### src/sv/srb_pkg.sv
// Shared constants and types for the sample ring buffer.
`default_nettype none

package srb_pkg;

	localparam int DEPTH       = 16;
	localparam int SAMPLE_BITS = 32;
	localparam int PTR_W       = (DEPTH > 2) ? $clog2(DEPTH) : 1;
	localparam int CNT_W       = $clog2(DEPTH + 1);

	localparam int CMD_W    = 2;
	localparam int WORD_W   = 32;
	localparam int BACK_W   = 4;
	localparam int FILL_W   = 5;
	localparam int OVR_W    = 32;

	typedef logic [PTR_W-1:0]       ptr_t;
	typedef logic [CNT_W-1:0]       cnt_t;
	typedef logic [SAMPLE_BITS-1:0] sample_t;

	localparam logic [CMD_W-1:0] CMD_PUSH = 2'd0;
	localparam logic [CMD_W-1:0] CMD_POP  = 2'd1;
	localparam logic [CMD_W-1:0] CMD_PEEK = 2'd2;

	localparam logic STATUS_OK   = 1'b0;
	localparam logic STATUS_FAIL = 1'b1;

	localparam logic POLICY_DROP      = 1'b0;
	localparam logic POLICY_OVERWRITE = 1'b1;

endpackage

`default_nettype wire

### src/sv/srb_if.sv
// Request and response channel interfaces for the sample ring buffer.
`default_nettype none

interface srb_req_if;
	import srb_pkg::*;
	logic                valid;
	logic                ready;
	logic [CMD_W-1:0]    cmd;
	logic [WORD_W-1:0]   sample_in;
	logic [BACK_W-1:0]   back_index;

	modport source(output valid, cmd, sample_in, back_index, input ready);
	modport sink(input valid, cmd, sample_in, back_index, output ready);
endinterface

interface srb_rsp_if;
	import srb_pkg::*;
	logic                valid;
	logic                ready;
	logic                status;
	logic [WORD_W-1:0]   sample_out;
	logic [FILL_W-1:0]   fill_count;
	logic [OVR_W-1:0]    overrun_total;

	modport source(output valid, status, sample_out, fill_count, overrun_total, input ready);
	modport sink(input valid, status, sample_out, fill_count, overrun_total, output ready);
endinterface

`default_nettype wire

### src/sv/srb_ram.sv
// Sample store: one write port, one read port, registered read data.
`default_nettype none

module srb_ram (
	input  wire logic            clk,
	input  wire logic            we,
	input  wire srb_pkg::ptr_t   waddr,
	input  wire srb_pkg::sample_t wdata,
	input  wire logic            re,
	input  wire srb_pkg::ptr_t   raddr,
	output srb_pkg::sample_t     rdata
);
	import srb_pkg::*;

	sample_t mem [DEPTH];

	always_ff @(posedge clk) begin
		if (we) begin
			mem[waddr] <= wdata;
		end
	end

	// hold the last read word while no read is issued
	always_ff @(posedge clk) begin
		if (re) begin
			rdata <= mem[raddr];
		end
	end

endmodule

`default_nettype wire

### src/sv/sample_ring_buffer_with_overrun_policy_unit.sv
// Sample ring buffer top level: pointer control, read stage and result register.
// Each accepted transaction passes the read stage, then the result register.
// Throughput: one transaction per cycle unless stalled; the single-port read of the
// sample store sits in one stage; pointers and counters update at acceptance.
// A stalled result register holds the read stage and thereby the request side.
// Reset (arst_n low) clears pointers, occupancy, overrun total and policy;
// the sample store is not cleared.
`default_nettype none

module sample_ring_buffer_with_overrun_policy_unit (
	input  wire logic clk,
	input  wire logic arst_n,
	input  wire logic cfg_we,
	input  wire logic cfg_wdata,
	srb_req_if.sink   req,
	srb_rsp_if.source rsp
);
	import srb_pkg::*;

	function automatic ptr_t advance(input ptr_t pos);
		advance = (pos == PTR_W'(DEPTH - 1)) ? '0 : pos + 1'b1;
	endfunction

	logic             policy_q;
	ptr_t             wp_q, rp_q;
	cnt_t             occ_q;
	logic [OVR_W-1:0] ovr_q;

	ptr_t             wp_n, rp_n;
	cnt_t             occ_n;
	logic [OVR_W-1:0] ovr_n;
	logic             wr_c, rd_c, status_c;
	ptr_t             rd_addr_c;
	logic [PTR_W:0]   peek_sum;
	ptr_t             peek_pos;

	logic             pend_s1, status_s1, is_rd_s1;
	cnt_t             fill_s1;
	logic [OVR_W-1:0] ovr_s1;
	sample_t          rdata;

	logic             out_valid_q, status_q;
	logic [WORD_W-1:0] sample_out_q;
	logic [FILL_W-1:0] fill_q;
	logic [OVR_W-1:0] ovr_out_q;

	logic accept, s1_adv;

	assign s1_adv    = !out_valid_q || rsp.ready;
	assign req.ready = !pend_s1 || s1_adv;
	assign accept    = req.valid && req.ready;

	// newest-relative position: write pointer minus one minus offset, modulo depth
	always_comb begin
		peek_sum = (PTR_W+1)'(wp_q) + (PTR_W+1)'(DEPTH - 1) - (PTR_W+1)'(req.back_index);
		peek_pos = (peek_sum >= (PTR_W+1)'(DEPTH)) ? PTR_W'(peek_sum - (PTR_W+1)'(DEPTH))
		                                          : PTR_W'(peek_sum);
	end

	always_comb begin
		wp_n      = wp_q;
		rp_n      = rp_q;
		occ_n     = occ_q;
		ovr_n     = ovr_q;
		wr_c      = 1'b0;
		rd_c      = 1'b0;
		rd_addr_c = rp_q;
		status_c  = STATUS_FAIL;
		case (req.cmd)
			CMD_PUSH: begin
				if (occ_q == CNT_W'(DEPTH)) begin
					ovr_n = ovr_q + 1'b1;
					if (policy_q == POLICY_OVERWRITE) begin
						// drop oldest, store new; occupancy stays full
						rp_n     = advance(rp_q);
						wp_n     = advance(wp_q);
						wr_c     = 1'b1;
						status_c = STATUS_OK;
					end
				end else begin
					wp_n     = advance(wp_q);
					occ_n    = occ_q + 1'b1;
					wr_c     = 1'b1;
					status_c = STATUS_OK;
				end
			end
			CMD_POP: begin
				if (occ_q != '0) begin
					rd_c     = 1'b1;
					rp_n     = advance(rp_q);
					occ_n    = occ_q - 1'b1;
					status_c = STATUS_OK;
				end
			end
			CMD_PEEK: begin
				if (occ_q != '0 && 32'(req.back_index) < 32'(occ_q)) begin
					rd_c      = 1'b1;
					rd_addr_c = peek_pos;
					status_c  = STATUS_OK;
				end
			end
			default: begin
			end
		endcase
	end

	srb_ram u_ram (
		.clk   (clk),
		.we    (accept && wr_c),
		.waddr (wp_q),
		.wdata (SAMPLE_BITS'(req.sample_in)),
		.re    (accept && rd_c),
		.raddr (rd_addr_c),
		.rdata (rdata)
	);

	always_ff @(posedge clk or negedge arst_n) begin
		if (!arst_n) begin
			policy_q <= POLICY_DROP;
		end else if (cfg_we) begin
			policy_q <= cfg_wdata;
		end
	end

	always_ff @(posedge clk or negedge arst_n) begin
		if (!arst_n) begin
			wp_q  <= '0;
			rp_q  <= '0;
			occ_q <= '0;
			ovr_q <= '0;
		end else if (accept) begin
			wp_q  <= wp_n;
			rp_q  <= rp_n;
			occ_q <= occ_n;
			ovr_q <= ovr_n;
		end
	end

	always_ff @(posedge clk or negedge arst_n) begin
		if (!arst_n) begin
			pend_s1 <= 1'b0;
		end else if (accept) begin
			pend_s1 <= 1'b1;
		end else if (s1_adv) begin
			pend_s1 <= 1'b0;
		end
	end

	always_ff @(posedge clk) begin
		if (accept) begin
			status_s1 <= status_c;
			is_rd_s1  <= rd_c;
			fill_s1   <= occ_n;
			ovr_s1    <= ovr_n;
		end
	end

	always_ff @(posedge clk or negedge arst_n) begin
		if (!arst_n) begin
			out_valid_q <= 1'b0;
		end else if (pend_s1 && s1_adv) begin
			out_valid_q <= 1'b1;
		end else if (rsp.ready) begin
			out_valid_q <= 1'b0;
		end
	end

	always_ff @(posedge clk) begin
		if (pend_s1 && s1_adv) begin
			status_q     <= status_s1;
			sample_out_q <= is_rd_s1 ? WORD_W'(rdata) : '0;
			fill_q       <= FILL_W'(fill_s1);
			ovr_out_q    <= ovr_s1;
		end
	end

	assign rsp.valid         = out_valid_q;
	assign rsp.status        = status_q;
	assign rsp.sample_out    = sample_out_q;
	assign rsp.fill_count    = fill_q;
	assign rsp.overrun_total = ovr_out_q;

	// pointer gap must agree with occupancy unless the buffer is full
	ptr_t ptr_gap;
	assign ptr_gap = (wp_q >= rp_q) ? ptr_t'(wp_q - rp_q)
	                                : ptr_t'(PTR_W'(DEPTH) - rp_q + wp_q);

	a_occ_bound: assert property (@(posedge clk) disable iff (!arst_n)
		occ_q <= CNT_W'(DEPTH))
		else $error("occupancy above depth");

	a_ptr_gap: assert property (@(posedge clk) disable iff (!arst_n)
		(occ_q != CNT_W'(DEPTH)) |-> (CNT_W'(ptr_gap) == occ_q))
		else $error("pointer gap disagrees with occupancy");

	a_full_ptrs: assert property (@(posedge clk) disable iff (!arst_n)
		(occ_q == CNT_W'(DEPTH)) |-> (wp_q == rp_q))
		else $error("full buffer with unequal pointers");

	a_overrun: assert property (@(posedge clk) disable iff (!arst_n)
		(accept && req.cmd == CMD_PUSH && occ_q == CNT_W'(DEPTH))
		|=> (ovr_q == $past(ovr_q) + 1'b1) && (occ_q == CNT_W'(DEPTH)))
		else $error("push into full buffer mishandled");

	a_s1_hold: assert property (@(posedge clk) disable iff (!arst_n)
		(pend_s1 && !s1_adv) |=> (pend_s1 && out_valid_q))
		else $error("read stage lost while result stalled");

endmodule

`default_nettype wire

### src/flat_wrapper.sv
// flat-port wrapper written by rule: the top's interface ports become plain ports
module sample_ring_buffer_with_overrun_policy_unit_flat import srb_pkg::*;
  (clk, arst_n, cfg_we, cfg_wdata, req_valid, req_cmd, req_sample_in, req_back_index, req_ready, rsp_valid, rsp_status, rsp_sample_out, rsp_fill_count, rsp_overrun_total, rsp_ready);
  srb_req_if req_i ();
  srb_rsp_if rsp_i ();
  input  wire logic clk;
  input  wire logic arst_n;
  input  wire logic cfg_we;
  input  wire logic cfg_wdata;
  input wire logic [$bits(req_i.valid)-1:0] req_valid;
  input wire logic [$bits(req_i.cmd)-1:0] req_cmd;
  input wire logic [$bits(req_i.sample_in)-1:0] req_sample_in;
  input wire logic [$bits(req_i.back_index)-1:0] req_back_index;
  output wire logic [$bits(req_i.ready)-1:0] req_ready;
  output wire logic [$bits(rsp_i.valid)-1:0] rsp_valid;
  output wire logic [$bits(rsp_i.status)-1:0] rsp_status;
  output wire logic [$bits(rsp_i.sample_out)-1:0] rsp_sample_out;
  output wire logic [$bits(rsp_i.fill_count)-1:0] rsp_fill_count;
  output wire logic [$bits(rsp_i.overrun_total)-1:0] rsp_overrun_total;
  input wire logic [$bits(rsp_i.ready)-1:0] rsp_ready;
  assign req_i.valid = req_valid;
  assign req_i.cmd = req_cmd;
  assign req_i.sample_in = req_sample_in;
  assign req_i.back_index = req_back_index;
  assign req_ready = req_i.ready;
  assign rsp_valid = rsp_i.valid;
  assign rsp_status = rsp_i.status;
  assign rsp_sample_out = rsp_i.sample_out;
  assign rsp_fill_count = rsp_i.fill_count;
  assign rsp_overrun_total = rsp_i.overrun_total;
  assign rsp_i.ready = rsp_ready;
  sample_ring_buffer_with_overrun_policy_unit u_core (.clk(clk), .arst_n(arst_n), .cfg_we(cfg_we), .cfg_wdata(cfg_wdata), .req(req_i), .rsp(rsp_i));
endmodule
### config.mk
export PLATFORM = sky130hd
export DESIGN_NAME = sample_ring_buffer_with_overrun_policy_unit_flat
export DESIGN_NICKNAME = d
export VERILOG_FILES = /design/src/sv/srb_pkg.sv /design/src/sv/srb_if.sv /design/src/sv/srb_ram.sv /design/src/sv/sample_ring_buffer_with_overrun_policy_unit.sv /design/src/flat_wrapper.sv
export SDC_FILE = /design/constraint.sdc
export NUM_CORES = 1
export LEC_CHECK = 0
export BUFFER_PORTS_ARGS = -buffer_cell sky130_fd_sc_hd__buf_4
export CAP_MARGIN = 20
export CORE_MARGIN = 2
export CORE_UTILIZATION = 53
export CTS_CLUSTER_DIAMETER = 150
export DETAILED_ROUTE_END_ITERATION = 6
export PLACE_DENSITY = 0.7
export SYNTH_ARGS = -nofsm -noshare
export SYNTH_HDL_FRONTEND = slang
export SYNTH_HIERARCHICAL = 1
export SYNTH_SLANG_ARGS = --single-unit
### constraint.sdc
create_clock -name clk -period 6.3 [get_ports clk]
set_input_delay 1.26 -clock clk [delete_from_list [all_inputs] [get_ports clk]]
set_output_delay 1.26 -clock clk [all_outputs]
set_load 0.05 [all_outputs]
## After elaboration in Yosys (flattened, before gate mapping)

Memory sizes are Yosys's and may differ from the RTL's. A register that Yosys moved wholly into a read port is not among the register bits.
Cells that the tools add are included.

- Bits in registers: 157
- Memory bits (writable): 512
- Output and inout port bits: 72
- Logic and storage cells: 84
- Memories kept: 1

Memories:

| memory | depth | width | read ports | clocked after memory_dff | write ports | line | RTL |
|---|---|---|---|---|---|---|---|
| u_core.u_ram.mem | 16 | 32 | 1 | 1 | 1 | srb_ram.sv:15 | `sample_t mem [DEPTH];` |

- Add/sub/neg operators: 8
- Order comparisons: 2
- Equality and inequality tests: 9
- Muxes and demuxes: 33
- Reduce and logical (&&, ||, !) cells: 16

Operator list:

| cell | count |
|---|---|
| 32-bit two-way mux | 2 |
| 4-bit two-way mux | 10 |
| 32-bit by 1-bit adder with 32-bit output (second input constant) | 1 |
| 1-bit two-way mux | 15 |
| 5-bit two-way mux | 2 |
| 5-bit case mux with 2 select lines | 1 |
| 4-bit by 1-bit adder with 4-bit output (second input constant) | 2 |
| 4-bit == test (second input constant) | 2 |
| 2-bit by 1-bit inequality test with 1-bit output (second input constant) | 4 |
| 4-bit case mux with 2 select lines | 1 |
| 2-bit nonzero test | 3 |
| 4-bit by 4-bit adder with 5-bit output (second input constant) | 1 |
| 5-bit by 1-bit adder with 5-bit output (second input constant) | 1 |
| 5-bit == test (second input constant) | 1 |
| 5-bit >= comparator (second input constant) | 1 |
| 1-bit logical AND | 5 |
| 4-bit by 5-bit < comparator with 1-bit output | 1 |
| 5-bit AND reduction | 1 |
| 5-bit nonzero test | 1 |
| 5-bit by 1-bit subtractor with 5-bit output (second input constant) | 1 |
| 5-bit by 4-bit subtractor with 5-bit output | 1 |
| 4-bit by 1-bit subtractor with 4-bit output (second input constant) | 1 |
| 1-bit case mux with 3 select lines | 1 |
| 3-bit AND reduction | 1 |
| 6 further kinds | 8 |

## Depth between registers and ports, before layout

- Depth in word-level cells: 7
- Depth in mapped cells: 13

## Hierarchy

Netlist, hierarchy kept.

Modules (own cells, without submodules):

| module | times used | cells each | area an instance (um2) | sequential area each (um2) |
|---|---|---|---|---|
| srb_ram | 1 | 838 | 20155.6 | 16335.7 |
| sample_ring_buffer_with_overrun_policy_unit | 1 | 508 | 6859.1 | 4474.3 |

## Worst setup path before layout

No wires, ideal clock.

- Path kind: in2reg
- From: input port req_cmd[0]
- To: memory u_core/u_ram/mem[0][0] (netlist name) (enable)
- Library setup time: 461 ps
- Arrival time: 4901 ps
- Path slack: 938 ps
- Stages on the path: 6
- Path buffers: 1
- Cells stage by stage: inv_1 > ha_1 > clkbuf_1 > o2111a_1 > or3b_2 > nor3_1

- Cells in the longest elaborated chain, start to end: 5

Ends and longest elaborated chain:

| what | line | RTL |
|---|---|---|
| from (decl) | flat_wrapper.sv:11 | `input wire logic [$bits(req_i.cmd)-1:0] req_cmd;` |
| 2-bit logical NOT | sample_ring_buffer_with_overrun_policy_unit.sv:69 | `case (req.cmd)` |
| 1-bit two-way mux | sample_ring_buffer_with_overrun_policy_unit.sv:69 |  |
| 1-bit logical AND | sample_ring_buffer_with_overrun_policy_unit.sv:109 | `.we (accept && wr_c),` |
| 1-bit two-way mux | srb_ram.sv:18 | `if (we) begin` |
| 1-bit two-way mux (implied by the code) | srb_ram.sv:19 | `mem[waddr] <= wdata;` |
| to (decl) | srb_ram.sv:15 |  |

Every way passes these cells.

## Worst setup path in the final report

- From: input port req_back_index[2]
- To: register u_core.u_ram.rdata[17], read port of u_core.u_ram.mem (data pin)

- Cells in the longest elaborated chain, start to end: 5
- Elaborated cells on any way between the ends: 11
- Classes of those cells: 2 x add/sub; 2 x order compare; 5 x mux; 2 x reduce/logical

Ends and longest elaborated chain:

| what | line | RTL |
|---|---|---|
| from (decl) | flat_wrapper.sv:13 | `input wire logic [$bits(req_i.back_index)-1:0] req_back_index;` |
| 5-bit by 4-bit subtractor with 5-bit output | sample_ring_buffer_with_overrun_policy_unit.sv:55 | `peek_sum = (PTR_W+1)'(wp_q) + (PTR_W+1)'(DEPTH - 1) - (PTR_W+1)'(req.back_index);` |
| 5-bit >= comparator | sample_ring_buffer_with_overrun_policy_unit.sv:56 | `peek_pos = (peek_sum >= (PTR_W+1)'(DEPTH)) ? PTR_W'(peek_sum - (PTR_W+1)'(DEPTH))` |
| 4-bit two-way mux | sample_ring_buffer_with_overrun_policy_unit.sv:56 |  |
| 4-bit two-way mux (*) | sample_ring_buffer_with_overrun_policy_unit.sv:96 | `if (occ_q != '0 && 32'(req.back_index) < 32'(occ_q)) begin` |
| 4-bit two-way mux (*) | sample_ring_buffer_with_overrun_policy_unit.sv:69 |  |
| via u_core.rd_addr_c[0] | sample_ring_buffer_with_overrun_policy_unit.sv:33 | `ptr_t rd_addr_c;` |
| to (decl) | srb_ram.sv:11 | `output srb_pkg::sample_t rdata` |

Mark *: on every way through the listed nets, which the timed path passes. The rest lies on a longest branch.
A chain may end at the register's enable or synchronous reset.

==> impl_metrics.ini <==
[yosys]
synthTopCellsByArea = edfxtp_1 (73%), mux4_2 (11%), dfrtp_1 (4.4%), a22oi_1 (1.8%), xnor2_1 (1.1%)
yosysMostFrequentCell = edfxtp_1
synthArstFlopShare_pct = 6.847
ys_warn_count = 6
avgSynthCellArea_um2 = 20.07
synth_commonest_cells = edfxtp_1 (653), mux4_2 (128), nand2_1 (75), a22oi_1 (65), dfrtp_1 (48)
synth_cells = 1346
yosysTopAreaCell = edfxtp_1
ys_seq_area_share_pct = 77.03
ys.flop_type = edfxtp_1
ys_types = 56
synth-edff-count = 653
synthesis.nets = 1406
yosysTopAreaCellShare_pct = 72.59
ys_ff_latch = 701
netlist_area_um2 = 27010

[clock_network]
htreeDepth = 3
root_buffer = clkbuf_16
hold_buffers = 0
cts_tree = done
ctsResizeCount = 0
postCtsSetupRepairBufs = 0
cts_inserted_buffers = 71
cts_max_path_buffers = 3
cts_sinks = 701
insertion_delay_ns = 0.61
clk_pin_slew_ns = 0.06

[global_route]
grt_max_degree = 70
grt_pass1_wl_um = 81990
overflow = 0
grt_antenna_before_repair = 1
grt_usage_pct = 21.09
grt_pass1_vias = 13272

[layout]
fin_area_um2 = 31040
final_core_util_pct = 61.74
layout-drive-gt1-share_pct = 26.60
fillCellCount = 3525
finalNetCount = 1565
num_antenna_cells = 0
synthToLayoutAreaGrowth_pct = 14.90

[floorplan]
rows = 82
die_x_um = 229.8
fp.dieArea_um2 = 52790
start_util_pct = 53.74
io_pins = 116
placeableCoreArea_um2 = 50270
fp.dieH_um = 229.8

[sta]
min_period_ns = 4.251
whs_ns = 0.4174
period_share_pct = 67.47
finalClockSkew_ns = 0.02242
worst_pin_slew_ns = 1.028
fin_ws_ns = 2.049
max_clock_freq_mhz = 235.3
max_slew_margin_pct = 31.31
setup_viol = 0
hold_viol_final = 0
fin_setup_tns_ns = 0
drv_slew = 0
rsz0062_at_grt = no

[setup_path]
worstSetupStartpointType = primary input
reg2reg_depth = 10
crit_type = primary input to flop
startpoint = req_back_index[2]
r2r_slack_ns = 2.15
reg2reg_to = u_core/u_ram/rdata[17]$_DFFE_PP_
crit_fanout = 57
required_ns = 6.66
arrival_ns = 4.61
endpoint = u_core/u_ram/rdata[17]$_DFFE_PP_
worst_r2r_startpoint = u_core/occ_q[2]$_DFFE_PN0P_
cp-end-kind = flop

[flow_run]
maxCapViolations = 0

[routing]
firstDrtPassIters = 5
wl_per_cell_um = 24.50
dr.first_iter.drc_count = 1288
drc_errors = 0
vias = 13095
routed_via_density = 5.867
drtAntennaViolNets = 0
wl_um = 54690

[placed_design]
pre_cts_ws_ns = 1.413
gp_congestion = 0.7871
io_buffers = 115
place_area_um2 = 28830
hpwl_um = 29970

[power_and_ir_drop]
ir_worst_vdd_uv = 324.6
p_per_area_nw_per_um2 = 400.1
p_leak_nw = 10.49

[min_path]
hp-start = u_core/ovr_s1[5]$_DFFE_PP_
hp-class = flop to flop

[run_status]
status = finished clean
==> area by class of cell <==
type                       count  area [µm²]  share of cell area (%)
clock buffer                  86        1876                   6.043
clock inverter                42       329.1                   1.060
inverter                      14       52.55                  0.1693
multi-input combinational    570        6002                   19.34
sequential                   701       20810                   67.05
tap                          672       840.8                   2.709
timing repair buffer         147        1129                   3.636
==> routing by layer <==
layer	routed length (µm)	part of all wire, %	track usage (%)
met1	22070	40	28.11
met2	27540	50	35.39
met3	3583	6.6	3.993
met4	1489	2.7	7.016
met5	11	0.020	0
==> power breakdown <==
part / internal [W] / switching, W / total, W
combinational: 0.00133 / 0.00159 / 0.00292
sequential: 0.00538 / 0.000133 / 0.00552
clock: 0.00226 / 0.00172 / 0.00398
total: 0.00898 / 0.00344 / 0.0124
==> metrics by stage <==
step | cells | total power (W)
after floorplan | 1346 | 0.007789
after global placement | 2104 | 0.008509
after detailed placement | 2104 | 0.008562
after CTS | 2232 | 0.01254
after global routing | 2232 | 0.01293
final | 2232 | 0.01242
==> logic make-up after synthesis <==
group / synth area share [%]
flops: 77.03
compound gates: 3.006
fa+ha+maj: 0.7688
simple gates: 4.659
buf+inv: 1.325
xor+xnor: 2.205
mux: 11.00
==> worst min-delay path by stage <==
stage / end / slack, ns / cells after the start
4_1_cts: u_core/rsp.overrun_total[28]$_DFFE_PP_ / 0.42 / 0
3_5_place_dp: u_core/rsp.overrun_total[17]$_DFFE_PP_ / 0.40 / 0
2_1_floorplan: u_core/rsp.fill_count[0]$_DFFE_PP_ / 0.40 / 0
3_3_place_gp: u_core/rsp.overrun_total[1]$_DFFE_PP_ / 0.40 / 0
5_1_grt: u_core/rsp.overrun_total[9]$_DFFE_PP_ / 0.42 / 0
6_report: u_core/rsp.overrun_total[5]$_DFFE_PP_ / 0.42 / 0
==> sequential cells by signal, summed over array words and instances, names as in the netlist, 5 cells and up <==
name                      count
u_core/fill_s1                5
u_core/occ_q                  5
u_core/ovr_q                 32
u_core/ovr_s1                32
u_core/rsp.fill_count         5
u_core/rsp.overrun_total     32
u_core/rsp.sample_out        32
u_core/u_ram/mem            512
u_core/u_ram/rdata           32
==> cells in the final DEF (no fill, tap or decap), drive strengths merged, types with 3 or more instances in the layout <==
master	n
a21o	6
o21ai	20
and2	40
mux4	128
nand3b	3
nand2	75
nor4	4
nand2b	7
nor2	42
clkbuf	86
buf	147
xnor2	34
bufinv	3
nand4	12
o31ai	3
ha	15
and4	4
inv	19
clkinvlp	4
nor3	14
nand3	24
xor2	34
a21oi	6
mux2	8
dfrtp	48
a22oi	65
clkinv	30
edfxtp	653
==> critical path, cell delays in order <==
cell      delay, ns
buf_4          0.12
ha_1           0.30
a21o_1         0.18
a31oi_1        0.23
o211ai_1       0.32
mux2_8         0.81
buf_4          0.44
mux4_2         0.55
a22oi_1        0.23
nand2_1        0.07
(Power assumes the default switching activity.)
